==> src/sv/shv_pkg.sv <==
`default_nettype none
// ----------------------------------------------------------------------------
// shv_pkg
// types and constants shared by the shard set validator modules
// ----------------------------------------------------------------------------
package shv_pkg;

	localparam int ADDR_W = 5;
	localparam int DATA_W = 64;

	localparam logic [10:0] HDRS_TAKEN_MAX = 11'd2047;

	localparam logic [63:0] RST_SET_ID      = 64'd0;
	localparam logic [7:0]  RST_VERSION     = 8'd2;
	localparam logic [10:0] RST_MAX_HEADERS = 11'd64;

	localparam logic STATUS_OK  = 1'b0;
	localparam logic STATUS_BAD = 1'b1;

	typedef enum logic [1:0] {
		REG_SET_ID      = 2'd0,
		REG_VERSION     = 2'd1,
		REG_MAX_HEADERS = 2'd2
	} reg_idx_t;

	typedef struct packed {
		logic [7:0]  hdr_version;
		logic [7:0]  hdr_shard_count;
		logic [7:0]  hdr_shard_index;
		logic [63:0] hdr_set_id;
		logic        set_end;
	} hdr_word_t;

	typedef struct packed {
		logic       status;
		logic [7:0] total_shards;
	} res_word_t;

	typedef struct packed {
		logic [63:0] match_set_id;
		logic [7:0]  expected_version;
		logic [10:0] max_headers;
	} cfg_t;

endpackage
`default_nettype wire

==> src/sv/shv_cfg_regs.sv <==
`default_nettype none
// ----------------------------------------------------------------------------
// shv_cfg_regs
// apb register file holding set identifier, version and header limit
// ----------------------------------------------------------------------------
module shv_cfg_regs
	import shv_pkg::*;
(
	input  wire logic              clk,
	input  wire logic              arst_n,
	input  wire logic              psel,
	input  wire logic              penable,
	input  wire logic              pwrite,
	input  wire logic [ADDR_W-1:0] paddr,
	input  wire logic [DATA_W-1:0] pwdata,
	output logic      [DATA_W-1:0] prdata,
	output logic                   pready,
	output cfg_t                   cfg
);

	cfg_t cfg_q;
	logic wr_en;
	logic [1:0] reg_sel;

	assign pready  = 1'b1;
	assign wr_en   = psel && penable && pwrite;
	assign reg_sel = paddr[4:3];
	assign cfg     = cfg_q;

	always_ff @(posedge clk or negedge arst_n) begin
		if (!arst_n) begin
			cfg_q.match_set_id     <= RST_SET_ID;
			cfg_q.expected_version <= RST_VERSION;
			cfg_q.max_headers      <= RST_MAX_HEADERS;
		end else if (wr_en) begin
			case (reg_sel)
				REG_SET_ID:      cfg_q.match_set_id     <= pwdata;
				REG_VERSION:     cfg_q.expected_version <= pwdata[7:0];
				REG_MAX_HEADERS: cfg_q.max_headers      <= pwdata[10:0];
				default: ;
			endcase
		end
	end

	always_comb begin
		case (reg_sel)
			REG_SET_ID:      prdata = cfg_q.match_set_id;
			REG_VERSION:     prdata = {56'd0, cfg_q.expected_version};
			REG_MAX_HEADERS: prdata = {53'd0, cfg_q.max_headers};
			default:         prdata = '0;
		endcase
	end

endmodule
`default_nettype wire

==> src/sv/shv_set_tracker.sv <==
`default_nettype none
// ----------------------------------------------------------------------------
// shv_set_tracker
// per-header checks and set state, one header word per step
// ----------------------------------------------------------------------------
module shv_set_tracker
	import shv_pkg::*;
#(
	parameter int MAX_SHARDS  = 32,
	parameter int SET_ID_BITS = 64
) (
	input  wire logic      clk,
	input  wire logic      arst_n,
	input  wire cfg_t      cfg,
	input  wire hdr_word_t item,
	input  wire logic      step,
	output res_word_t      result
);

	localparam logic [7:0] MAX_CNT = 8'(MAX_SHARDS);

	logic [MAX_SHARDS-1:0] seen_q, seen_n, idx_hot;
	logic [7:0]            agreed_q, agreed_n;
	logic [10:0]           taken_q, taken_n;
	logic                  zero_q, zero_n;
	logic                  err_q, err_n;
	logic                  pass, ok;

	always_comb begin
		for (int i = 0; i < MAX_SHARDS; i++) begin
			idx_hot[i] = (item.hdr_shard_index == 8'(i));
		end
	end

	assign pass = (item.hdr_version == cfg.expected_version)
		&& (item.hdr_shard_count != 8'd0)
		&& (item.hdr_shard_count <= MAX_CNT)
		&& (item.hdr_shard_index < item.hdr_shard_count)
		&& (item.hdr_set_id[SET_ID_BITS-1:0] == cfg.match_set_id[SET_ID_BITS-1:0])
		&& ((taken_q == 11'd0) || (item.hdr_shard_count == agreed_q))
		&& !(|(seen_q & idx_hot));

	always_comb begin
		seen_n   = seen_q;
		agreed_n = agreed_q;
		zero_n   = zero_q;
		err_n    = err_q;
		if (!err_q) begin
			if (pass) begin
				if (taken_q == 11'd0) begin
					agreed_n = item.hdr_shard_count;
				end
				seen_n = seen_q | idx_hot;
				if (item.hdr_shard_index == 8'd0) begin
					zero_n = 1'b1;
				end
			end else begin
				err_n = 1'b1;
			end
		end
		taken_n = (taken_q == HDRS_TAKEN_MAX) ? taken_q : taken_q + 11'd1;
		if (taken_n > cfg.max_headers) begin
			err_n = 1'b1;
		end
	end

	assign ok = !err_n && zero_n && (taken_n == {3'd0, agreed_n});
	assign result.status       = ok ? STATUS_OK : STATUS_BAD;
	assign result.total_shards = ok ? agreed_n : 8'd0;

	always_ff @(posedge clk or negedge arst_n) begin
		if (!arst_n) begin
			seen_q   <= '0;
			agreed_q <= 8'd0;
			taken_q  <= 11'd0;
			zero_q   <= 1'b0;
			err_q    <= 1'b0;
		end else if (step) begin
			if (item.set_end) begin
				seen_q   <= '0;
				agreed_q <= 8'd0;
				taken_q  <= 11'd0;
				zero_q   <= 1'b0;
				err_q    <= 1'b0;
			end else begin
				seen_q   <= seen_n;
				agreed_q <= agreed_n;
				taken_q  <= taken_n;
				zero_q   <= zero_n;
				err_q    <= err_n;
			end
		end
	end

endmodule
`default_nettype wire

==> src/sv/shard_set_validator_core.sv <==
`default_nettype none
// ----------------------------------------------------------------------------
// shard_set_validator_core
// validates sets of shard headers and reports one status word per set
// ----------------------------------------------------------------------------
// One header word is taken per clock. A header goes into an input register,
// is checked against the set state in the following cycle, and on the last
// header of a set the status word is registered into the output register,
// which drives res_valid, once that register is free.
// Rate is one header per cycle, set by the update of the seen map and set
// counters on each step; the input stalls only when a finished status word
// is still held.
module shard_set_validator_core
	import shv_pkg::*;
#(
	parameter int MAX_SHARDS  = 32,
	parameter int SET_ID_BITS = 64
) (
	input  wire logic              clk,
	input  wire logic              arst_n,
	input  wire logic              psel,
	input  wire logic              penable,
	input  wire logic              pwrite,
	input  wire logic [ADDR_W-1:0] paddr,
	input  wire logic [DATA_W-1:0] pwdata,
	output logic      [DATA_W-1:0] prdata,
	output logic                   pready,
	input  wire logic              hdr_valid,
	output logic                   hdr_stall,
	input  wire hdr_word_t         hdr,
	output logic                   res_valid,
	input  wire logic              res_stall,
	output res_word_t              res
);

	cfg_t      cfg;
	hdr_word_t hdr_s1;
	logic      valid_s1;
	res_word_t result;
	res_word_t res_q;
	logic      res_valid_q;
	logic      out_free, step;

	shv_cfg_regs u_regs (
		.clk     (clk),
		.arst_n  (arst_n),
		.psel    (psel),
		.penable (penable),
		.pwrite  (pwrite),
		.paddr   (paddr),
		.pwdata  (pwdata),
		.prdata  (prdata),
		.pready  (pready),
		.cfg     (cfg)
	);

	shv_set_tracker #(
		.MAX_SHARDS  (MAX_SHARDS),
		.SET_ID_BITS (SET_ID_BITS)
	) u_tracker (
		.clk    (clk),
		.arst_n (arst_n),
		.cfg    (cfg),
		.item   (hdr_s1),
		.step   (step),
		.result (result)
	);

	assign out_free  = !res_valid_q || !res_stall;
	assign step      = valid_s1 && (!hdr_s1.set_end || out_free);
	assign hdr_stall = valid_s1 && !step;
	assign res_valid = res_valid_q;
	assign res       = res_q;

	always_ff @(posedge clk or negedge arst_n) begin
		if (!arst_n) begin
			valid_s1    <= 1'b0;
			res_valid_q <= 1'b0;
		end else begin
			if (!hdr_stall) begin
				valid_s1 <= hdr_valid;
			end
			if (step && hdr_s1.set_end) begin
				res_valid_q <= 1'b1;
			end else if (!res_stall) begin
				res_valid_q <= 1'b0;
			end
		end
	end

	always_ff @(posedge clk) begin
		if (hdr_valid && !hdr_stall) begin
			hdr_s1 <= hdr;
		end
		if (step && hdr_s1.set_end) begin
			res_q <= result;
		end
	end

endmodule
`default_nettype wire

==> config.mk <==
export PLATFORM = sky130hd
export DESIGN_NAME = shard_set_validator_core
export DESIGN_NICKNAME = d
export VERILOG_FILES = /design/src/sv/shv_pkg.sv /design/src/sv/shv_cfg_regs.sv /design/src/sv/shv_set_tracker.sv /design/src/sv/shard_set_validator_core.sv
export SDC_FILE = /design/constraint.sdc
export NUM_CORES = 1
export LEC_CHECK = 0
export BUFFER_PORTS_ARGS = -buffer_cell sky130_fd_sc_hd__buf_2
export CAP_MARGIN = 40
export CORE_ASPECT_RATIO = 0.5
export CORE_MARGIN = 5
export CORE_UTILIZATION = 55
export DETAILED_ROUTE_END_ITERATION = 6
export GPL_TIMING_DRIVEN = 0
export PLACE_DENSITY = 0.82
export SYNTH_ARGS = -nofsm -noshare
export SYNTH_HDL_FRONTEND = slang
export SYNTH_SLANG_ARGS = --single-unit
==> constraint.sdc <==
create_clock -name clk -period 4.1 [get_ports clk]
set_clock_uncertainty 0.2 [all_clocks]
set_input_delay 0.205 -clock clk [delete_from_list [all_inputs] [get_ports clk]]
set_output_delay 0.205 -clock clk [all_outputs]
set_load 0.005 [all_outputs]
# Word level (Yosys, flattened, before mapping)
# Index checks and enable logic that the tools add are counted.
# word_totals
register_bits,236
input_bits,165
out_inout_bits,76
word_cells,118
# classes
n_addsub,1
order_cmp,3
eq_ne,40
n_mux,21
bitwise_logic,2
n_reduce_logical,34
# ops
op,n
64-bit case mux with 3 select lines,1
8-bit by 5-bit == test with 1-bit output (second input constant),16
32-bit two-way mux,3
64-bit == test,1
8-bit by 4-bit == test with 1-bit output (second input constant),8
32-bit AND,1
8-bit by 3-bit == test with 1-bit output (second input constant),4
8-bit two-way mux,4
32-bit OR,1
32-bit OR reduction,1
11-bit two-way mux,2
8-bit by 2-bit == test with 1-bit output (second input constant),2
8-bit == test,2
1-bit logical AND,14
11-bit by 1-bit adder with 11-bit output (second input constant),1
11-bit == test (second input constant),1
11-bit by 8-bit == test with 1-bit output,1
11-bit > comparator,1
11-bit zero test,1
1-bit two-way mux,11
8-bit by 1-bit == test with 1-bit output (second input constant),1
8-bit by 6-bit less-or-equal comparator with 1-bit output (second input constant),1
8-bit zero test,1
8-bit less-than comparator,1
other kinds (11),21

# Logic depth before layout (Yosys ltp)
# Gate-level depths: netlist (run 1).
# depth
depth_word,14
ltp_mapped,15
depth_no_buf,15

# Cells and area by module
# A second synthesis (run 1) with hierarchy kept.
# hier_totals
hier_cells,974
hier_area_um2,11818.8
# by_module_without_submodules
module,n_inst,cells_each,area_each_um2,seq_area_each_um2
shv_set_tracker,1,591,5062.4,1326.3
shv_cfg_regs,1,273,3708.6,2079.5
shard_set_validator_core,1,110,3047.9,2992.9

# Worst setup path before layout (run 1)
# OpenSTA, ideal clock, no wires.
# synth_path
path_kind,register to register
start,reg u_tracker.taken_q[0]
end,"reg res_q, in the netlist res[8] (data pin)"
setup_time_ns,0.265
arrival_time_ns,3.231
required_ns,3.635
path_slack_ns,0.403
path_stages_with_launch,15
n_path_buf,0
synth_period_minus_slack_ns,3.697
path_cell_list,dfrtp_1 ha_1 nand3_1 nor3_1 mux2i_1 inv_1 ha_1 a21oi_1 nor2b_1 o21ai_0 a21oi_1 a2111oi_0 o211ai_1 nand4b_1 or3_1
# synth_rtl
element,line_no,text
from (decl),shv_set_tracker.sv:24,"logic [10:0] taken_q, taken_n;"
from (signal assigned),shv_set_tracker.sv:88,taken_q <= taken_n;
to (signal assigned),shard_set_validator_core.sv:96,res_q <= result;
to (decl),shard_set_validator_core.sv:40,res_word_t res_q;

==> results of run 1 <==
-- cell type report --
cell class | instances | area [um2]
fillers | 1156 | 4767
repair buffers | 418 | 3000
flip-flops and latches | 236 | 6406
clock buffers | 30 | 641.9
well taps | 273 | 341.6
diodes | 5 | 12.51
inverters | 28 | 105.1
plain buffers | 40 | 200.2
multi-input cells | 651 | 4857
clock inverters | 10 | 83.83
-- state kept, by name (all words and copies together), names as in the netlist, 8 cells and up --
signal,cells
u_tracker.seen_q,32
res,9
u_tracker.taken_q,11
hdr_s1,89
u_tracker.agreed_q,8
u_regs.cfg,83
-- synthesized netlist by cell type (3+ instances only) --
cell      instances  area share [%]
nand3_1          20            0.88
nor2b_1           6            0.33
nand2b_1          6            0.33
mux2i_1          19             1.7
o21ai_0          35             1.5
nor3_1            7            0.31
a31oi_1          29             1.6
and3_1            8            0.44
mux2_2           75             7.4
nand4_1          20             1.1
xnor2_1          52             4.0
and4_1            4            0.31
clkbuf_1         35             1.2
buf_6             5            0.50
nor4b_1           5            0.39
o31ai_1           3            0.20
dfrtp_1         136              30
xor2_1           41             3.2
a21oi_1          20            0.88
inv_1            27            0.89
nand3b_1          4            0.26
nor2_1           61             2.0
nor3b_1           4            0.26
nand2_1          65             2.2
edfxtp_1         98              26
a22o_1            6            0.46
a211o_1           4            0.31
ha_1             20             2.2
nand4b_1          3            0.23
and2_1           65             3.6
nor4_1           28             1.5
-- critical path: cells and delay by family, from the launching register on --
kind            cells  cell delay [ns]
compound gates      3             0.72
fa+ha+maj           1             0.26
xor+xnor            1             0.19
flops               1             0.44
buf+inv             1             0.15
simple gates        8             1.80
-- repair_timing --
item | in CTS | in global routing
setup buffers | 4 | 18
gates resized for setup | 12 | 36
endpoints found under the hold margin | 248 | 0
hold buffers | 157 | 0
endpoints found under the setup margin | 7 | 35
pin swaps | 3 | 11
-- worst paths after layout --
kind | cells past startpoint | from | end | slack [ns]
max | 14 | u_tracker.taken_q[9] | res[8] | 0.08
max reg2reg | 14 | u_tracker.taken_q[9] | res[8] | 0.08
min | 2 | arst_n | u_regs.cfg[39] | 0.11
min in group clk | 4 | penable | u_regs.cfg[0] | 0.13
min reg2reg | 2 | u_tracker.seen_q[4] | u_tracker.seen_q[4] | 0.29
max in group asynchronous | 3 | arst_n | u_tracker.taken_q[4] | 2.75
-- layer usage --
layer	vias up	share of wire, %	GRT usage [%]
met2	608	49	52.55
met5	-	0	0
met1	4952	38	39.00
met3	152	8.2	6.616
li1	4321	-	-
met4	0	5.3	13.84
-- kinds of logic after synthesis --
kind of cell,Yosys count
AOI/OAI and AO/OA,122
other,2
xor gates and xnor gates,93
muxes,95
buffers and inverters,72
adders and majority gates,20
and+or+nand+nor,318
DFF,236
-- where the power goes --
part           switching [uW]  leakage [uW]  internal [uW]
registers                 251       0.00272           2740
clock network             943      0.000363           1170
logic                     643       0.00383            626
-- per-stage QoR --
stage / setup TNS, ns / hold slack [ns] / total power, uW / instance area [um2]
detailed placement: -3.088 / 0.08990 / 4013 / 12960
CTS: 0 / 0.06545 / 6201 / 15340
global route: -0.4399 / 0.1257 / 6580 / 15650
floorplan: 0 / -0.2906 / 3579 / 11350
global placement: -41.49 / 0.1819 / 3950 / 12860
finish: 0 / 0.1092 / 6366 / 15650
==> qor.txt, run 1 <==
Status: completed
Main synth FF type: dfrtp_1
Yosys warning count: 0
Worst setup margin: 0.08102 ns
Final setup fails: 0
Slew Viols, Final: 0
Port bufs: 234
LEAKAGE: 0.006905 uW
Compound-Gate Fraction of Synth Area: 6.892%
Post-route ant nets: 0
CTS tree: yes
Worst-Skew Late Latency: 0.52 ns
Critical setup path kind: reg2reg
Clk sink count: 236
Crit path DAT: 4.08 ns
Crit-path cells: nand4_1, or3_4, buf_4, nand2_2, xnor2_4, ha_4, nand4_1, nor2_1, nor2_1, a21oi_1, a2111oi_2, o211ai_1, nand4b_1, or3_1
Post-synth EDFFs: 98
Fmax: 248.8 MHz
Place WS: -0.5736 ns
Startpoint Class: register
Cell area after synthesis: 11350 um2
Non-Filler Instances: 1691
Largest net degree at the start of global routing: 76
Most frequent cells in the layout: 236 x buf_2, 157 x dlygate4sd3_1, 130 x dfrtp_1, 98 x edfxtp_1, 75 x mux2_2
Multiplexer share of the synthesized area: 9.218%
CP max-delay cell: or3_4
DRT iter0 DRCs: 993
Slew HR: 34.09%
Largest family of logic cells by synthesized area: simple AND/OR/NAND/NOR gates
DR DRC count: 0
Xor/xnor share of the synthesized area: 7.178%
Area Overhead vs Synth: 37.91%
GPL Wtd Cong: 0.9262
Clk root buf: clkbuf_16
Syn Area/Cell: 11.84 um2
Fin crit share: 98.02%
Crit Path Max Fanout: 6
Post-synthesis simple-gate area fraction: 15.25%
Post-DR wirelength/cell: 22.57 um
Vias: 10030
CTS clock-pin slew for the worst setup and hold paths: 0.07 ns
Max-cap violations: 0
Max rail drop VDD: 0.3141 mV
Share of post-route cells with drive strength above 1: 30.15%
Tightest Hold Check Type: in2async
Hold Vio Cnt, Final: 0
GR Util All Layers: 31.16%
Worst-margin pin slew: 0.9797 ns
Yosys cell types: 67
Initial DRT Pass Iterations: 6
Vias in the first global route: 10390
Num rows: 37
CTS Buf Count: 22
Initial Util: 55.58%
Grt ovf: 0
DP HPWL: 23.43 mm
Core area: 20420 um2
Async SR Flop Fraction: 58.47%
Adder-Cell Fraction of Synth Area: 2.205%
Critical path data required time: 4.16 ns
Io pins: 241
Post-synthesis sequential area ratio: 56.39%
Die Ht: 111.6 um
Post-detailed-routing wire length: 38.17 mm
Post-Syn Instances: 958
Most common cell after layout, fill and taps aside: buf_2
Vias per inst: 5.933
Initial antenna violation count: 4
Largest stage delay, worst path: 0.47 ns
Tmin final: 4.019 ns
Flops & latches, synth: 236
Final #Nets: 1582
Pwr dens: 406.8 nW/um2
DIE WIDTH: 213.1 um
First-pass GRT wire length: 57.63 mm
Kind of end point of the critical path: register
H-tree depth: 1
Cells after DPL: 1471
Clock Path Buffers: 3
Final core utilization: 76.65%
Die area: 23780 um2
Note: power is estimated with default switching activity, not from simulation.
==> run 2: changes to the inputs <==
--- a/config.mk
+++ b/config.mk
@@ -13,6 +13,7 @@
 export DETAILED_ROUTE_END_ITERATION = 6
 export GPL_TIMING_DRIVEN = 0
 export PLACE_DENSITY = 0.82
+export REMOVE_ABC_BUFFERS = 1
 export SYNTH_ARGS = -nofsm -noshare
 export SYNTH_HDL_FRONTEND = slang
 export SYNTH_SLANG_ARGS = --single-unit
==> qor.txt, run 2 (synthesis results as in run 1) <==
Place WS: -0.5346 ns (+0.03907 ns)
Vias in the first global route: 10220 (-1.7%)
DIE WIDTH: 213.1 um (unchanged)
P_int: 4522 uW (-0.17%)
Hold Vio Cnt, Final: 0 (unchanged)
Worst Hold Path EP: u_regs.cfg[4]
FF-to-FF Start: hdr_s1[65]
Initial antenna violation count: 1 (-3)
Vias: 9691 (-3.4%)
Num rows: 37 (unchanged)
Sw Share: 28.86% (about the same)
Worst-Skew Late Latency: 0.52 ns (about the same)
CTS Buf Count: 22 (unchanged)
Port bufs: 236 (+0.85%)
Die area: 23780 um2 (unchanged)
Area Overhead vs Synth: 36.29%
Crit Path Max Fanout: 10 (+4)
H-tree depth: 1 (unchanged)
Share of post-route cells with drive strength above 1: 30.06% (-0.084 points)
Pwr Total: 6357 uW (-0.14%)
Initial Util: 55.58% (unchanged)
Max-cap violations: 0 (unchanged)
Hold Crit Depth: 4
Final #Nets: 1556 (-1.6%)
Grt ovf: 0 (unchanged)
Status: finished, violations left
Clock Path Buffers: 3 (unchanged)
DR DRC count: 1 (+1)
GPL Wtd Cong: 0.8899 (-3.9%)
Post-DR wirelength/cell: 21.67 um (-4.0%)
Number of flip-flops in the largest register: 89 (unchanged)
Fin crit share: 96.23% (-1.8 points)
DP HPWL: 21.42 mm (-8.6%)
Post-route ant nets: 0 (unchanged)
Fmax: 253.5 MHz (+1.9%)
Kind of end point of the critical path: register
Critical setup path kind: reg2reg
Worst setup margin: 0.1545 ns (+0.07345 ns)
Startpoint Class: register
Slew Viols, Final: 0 (unchanged)
Core area: 20420 um2 (unchanged)
Crit. Startpoint: hdr_s1[65]
Most common cell after layout, fill and taps aside: buf_2
Slew HR: 39.91% (+5.8 points)
Setup TNS: 0 ns (unchanged)
LEAKAGE: 0.006876 uW (-0.43%)
Reg2Reg Depth: 11 (-3)
Tmin final: 3.946 ns (-0.07345 ns)
Critical path data required time: 4.22 ns (+0.06 ns)
Pwr dens: 411.0 nW/um2 (+1.0%)
Tightest Hold Check Type: in2reg
Clk sink count: 236 (unchanged)
Initial DRT Pass Iterations: 7 (+1)
CTS tree: yes
Failing checks: design-rule violations
First-pass GRT wire length: 56.37 mm (-2.2%)
Clk pwr share: 33.5% (+0.4 points)
P_sw: 1835 uW (about the same)
Worst-margin pin slew: 0.8980 ns (-0.08164 ns)
GR Util All Layers: 30.01% (-1.1 points)
Max rail drop VDD: 0.3206 mV (+2.1%)
Final setup fails: 0 (unchanged)
Top reg by flops: hdr_s1
Most frequent cells in the layout: 235 x buf_2, 157 x dlygate4sd3_1, 132 x dfrtp_1, 98 x edfxtp_1, 75 x mux2_2
CTS clock-pin slew for the worst setup and hold paths: 0.08 ns (about the same)
Largest net degree at the start of global routing: 85 (+12%)
Logic pwr share: 19.4% (-0.5 points)
Hold_sp: penable
Clk root buf: clkbuf_16
Final core utilization: 75.75% (-0.90 points)
Die Ht: 111.6 um (unchanged)
DRT iter0 DRCs: 860 (-13%)
Power share of the sequential group: 47.1% (+0.2 points)
Reg-to-reg endpoint: res[2]
Vias per inst: 5.831 (-1.7%)
Post-detailed-routing wire length: 36.02 mm (-5.6%)
Io pins: 241 (unchanged)
Crit path DAT: 4.07 ns (about the same)
Setup slack, reg-to-reg: 0.15 ns (+0.07 ns)
run 2: power groups by stage:
stage / Clock [uW] / Combinational, uW / Sequential (uW)
5_1_grt: 2240 / 1330 / 3020
3_5_place_dp: 0 / 978 / 3020
2_1_floorplan: 0 / 617 / 2950
6_report: 2130 / 1230 / 3000
4_1_cts: 2080 / 1140 / 2960
3_3_place_gp: 0 / 926 / 3000
run 2: what timing repair did:
action | 4_1_cts | 5_1_grt
setup buffers | 16 | 10
setup endpoints to repair | 7 | 14
pin swaps | 1 | 6
hold buffers | 157 | 0
gates resized for setup | 8 | 17
gates cloned | 0 | 0
hold endpoints to repair | 257 | 0
run 2: worst max-delay path, cell delays in order (launching register included):
cell	delay [ns]
edfxtp_1	0.46
buf_4	0.19
nor2b_4	0.16
a32o_1	0.22
a22o_1	0.25
a2111o_1	0.46
or4b_4	0.65
nor2_8	0.22
mux2i_1	0.27
nand4b_1	0.21
buf_4	0.21
nor4b_2	0.26
run 2: layer usage:
layer	routed length, um	GRT usage [%]
met5	0	0
met3	2525	5.124
met2	18470	52.83
met4	1646	11.94
met1	13380	37.06
run 2: worst max-delay path by stage:
stage	cells past startpoint	slack (ns)	end
finish	11	0.15	res[2]
global route	12	-0.02	res[2]
CTS	15	0.02	res[0]
detailed placement	14	-0.53	res[8]
global placement	3	-4.35	u_regs.cfg[53]
floorplan	2	-1.48	u_regs.cfg[19]
run 2: stage by stage:
| stage | hold slack [ns] | instance area (um2) | instances |
|---|---|---|---|
| floorplan | -0.2906 | 11140 | 915 |
| global placement | 0.1831 | 12660 | 1424 |
| detailed placement | 0.1372 | 12850 | 1437 |
| CTS | 0.04703 | 15310 | 1650 |
| global route | 0.1219 | 15460 | 1661 |
| finish | 0.09413 | 15460 | 1662 |
run 2: final cells by class:
| cell class | instances | area [um2] |
|---|---|---|
| clock buffers | 28 | 593.1 |
| repair buffers | 432 | 3119 |
| fillers | 1164 | 4951 |
| inverters | 28 | 105.1 |
| diodes | 2 | 5.005 |
| multi-input cells | 651 | 4768 |
| flip-flops and latches | 236 | 6404 |
| clock inverters | 12 | 128.9 |
| well taps | 273 | 341.6 |
==> run 3: changes to the inputs <==
--- a/config.mk
+++ b/config.mk
@@ -12,7 +12,7 @@
 export CORE_UTILIZATION = 55
 export DETAILED_ROUTE_END_ITERATION = 6
 export GPL_TIMING_DRIVEN = 0
-export PLACE_DENSITY = 0.82
+export PLACE_DENSITY = 0.8
 export REMOVE_ABC_BUFFERS = 1
 export SYNTH_ARGS = -nofsm -noshare
 export SYNTH_HDL_FRONTEND = slang
==> qor.txt, run 3 (synthesis results as in run 1) <==
Grt ovf: 0 (unchanged)
DRT iter0 DRCs: 978 (+14%)
Initial Util: 55.58% (unchanged)
Port bufs: 236 (unchanged)
CTS tree: yes
Max-cap violations: 0 (unchanged)
DP HPWL: 21.40 mm (about the same)
CTS Buf Count: 22 (unchanged)
Post-route ant nets: 0 (unchanged)
Slew Viols, Final: 0 (unchanged)
Worst-margin pin slew: 0.8792 ns (-0.01880 ns)
H-tree depth: 1 (unchanged)
Final #Nets: 1553 (-0.19%)
Vias per inst: 5.801 (-0.51%)
Sw Share: 28.33% (-0.53 points)
Area Overhead vs Synth: 36.39% (about the same)
Die Ht: 111.6 um (unchanged)
Critical path data required time: 4.17 ns (-0.05 ns)
Initial antenna violation count: 2 (+1)
Io pins: 241 (unchanged)
Num rows: 37 (unchanged)
# fillers: 1162 (-0.17%)
Worst setup margin: 0.06678 ns (-0.08769 ns)
Clock Path Buffers: 3 (unchanged)
Post-DR wirelength/cell: 21.50 um (-0.82%)
GPL Wtd Cong: 0.8739 (-1.8%)
Pwr dens: 411.9 nW/um2 (+0.21%)
P_sw: 1806 uW (-1.6%)
Logic pwr share: 19.0% (-0.4 points)
Tmin final: 4.033 ns (+0.08769 ns)
Clk pwr share: 34.1% (+0.6 points)
Startpoint Class: register
Crit path DAT: 4.10 ns (+0.03 ns)
DR DRC count: 0 (-1)
Crit. Startpoint: u_tracker.taken_q[0]
Place WS: -0.5959 ns (-0.06135 ns)
Slew HR: 41.26% (+1.3 points)
Post-detailed-routing wire length: 35.68 mm (-0.94%)
Core area: 20420 um2 (unchanged)
Most common cell after layout, fill and taps aside: buf_2
Vias in the first global route: 10040 (-1.7%)
Vias: 9630 (-0.63%)
Fin crit share: 98.37% (+2.1 points)
Largest net degree at the start of global routing: 82 (-3.5%)
Critical setup path kind: reg2reg
Worst-Skew Late Latency: 0.53 ns (about the same)
Number of flip-flops in the largest register: 89 (unchanged)
Initial DRT Pass Iterations: 5 (-2)
Final setup fails: 0 (unchanged)
Top reg by flops: hdr_s1
Clk root buf: clkbuf_16
Clk sink count: 236 (unchanged)
Combined area of the multi-input logic cells: 4753 um2 (-0.31%)
Status: completed
Kind of end point of the critical path: register
Crit Path Max Fanout: 6 (-4)
First-pass GRT wire length: 55.64 mm (-1.3%)
Most frequent cells in the layout: 236 x buf_2, 157 x dlygate4sd3_1, 134 x dfrtp_1, 98 x edfxtp_1, 75 x mux2_2
Final core utilization: 75.80% (about the same)
Hold_sp: penable
GR Util All Layers: 29.68% (-0.33 points)
Power share of the sequential group: 46.8% (-0.3 points)
Setup TNS: 0 ns (unchanged)
Die area: 23780 um2 (unchanged)
P_int: 4569 uW (+1.0%)
CTS clock-pin slew for the worst setup and hold paths: 0.06 ns (-0.02 ns)
Share of post-route cells with drive strength above 1: 29.84% (-0.22 points)
Max rail drop VDD: 0.3308 mV (+3.2%)
Hold Vio Cnt, Final: 0 (unchanged)
FF-to-FF Start: u_tracker.taken_q[0]
LEAKAGE: 0.006869 uW (about the same)
Register area: 6401 um2 (about the same)
Fmax: 247.9 MHz (-2.2%)
DIE WIDTH: 213.1 um (unchanged)
Tightest Hold Check Type: in2reg
==> run 3: final timing paths <==
check                           slack (ns)  cells past startpoint                    to
worst max-delay path                  0.07                     15                res[8]
worst min-delay path                  0.06                      5         u_regs.cfg[6]
worst max register to register        0.07                     15                res[8]
worst min register to register        0.30                      2  u_tracker.seen_q[19]
max in group asynchronous             2.76                      3  u_tracker.seen_q[24]
min in group asynchronous             0.12                      2        u_regs.cfg[59]
==> run 3: per-layer routing <==
metal  track usage, %  share of wire, %  routed length [um]  up-vias
met3            6.166               6.9                2449      128
met2            51.73                52               18480      530
met1            36.56                37               13250     4703
li1                 -                 -                   -     4269
met5                0                 0                   0        -
met4            11.35               4.2                1507        0
==> run 3: final cells by class <==
type	count	area share, %
Sequential cell	236	41.36
Multi-Input combinational cell	651	30.71
Timing Repair Buffer	429	20.15
Clock buffer	31	4.107
Tap cell	273	2.207
Clock inverter	9	0.7357
Inverter	28	0.6791
Antenna cell	3	0.04851
==> run 3: metrics by stage <==
| step | cell area (um2) | cells | power [uW] | hold WS, ns |
|---|---|---|---|---|
| floorplan | 11140 | 915 | 3565 | -0.2906 |
| global placement | 12660 | 1424 | 3929 | 0.1826 |
| detailed placement | 12870 | 1437 | 3999 | 0.1276 |
| CTS | 15340 | 1649 | 6281 | 0.006380 |
| global route | 15470 | 1659 | 6610 | 0.1032 |
| finish | 15480 | 1660 | 6375 | 0.05540 |
==> run 3: power by group through the flow <==
stage / combinational [uW] / sequential [uW] / clock (uW)
3_5_place_dp: 983 / 3020 / 0
6_report: 1210 / 2990 / 2180
2_1_floorplan: 617 / 2950 / 0
4_1_cts: 1150 / 2960 / 2170
5_1_grt: 1310 / 3020 / 2280
3_3_place_gp: 928 / 3000 / 0
==> run 3: what timing repair did <==
action	4_1_cts	5_1_grt
hold buffers	157	0
endpoints found under the setup margin	7	16
gates resized for setup	6	17
gates cloned	0	0
hold endpoints to repair	252	0
pin swaps	1	4
setup buffers	15	7
==> run 3: worst max-delay path, cell delays in order (launching register included) <==
cell	delay [ns]
dfrtp_2	0.42
ha_2	0.24
nand3_2	0.13
or3_4	0.45
nand2_2	0.14
xnor2_4	0.18
ha_1	0.30
a21oi_1	0.18
nor2b_1	0.08
o21ai_0	0.19
a21oi_1	0.11
a2111oi_2	0.25
o211ai_1	0.16
nand4b_1	0.23
buf_4	0.18
or3_1	0.30
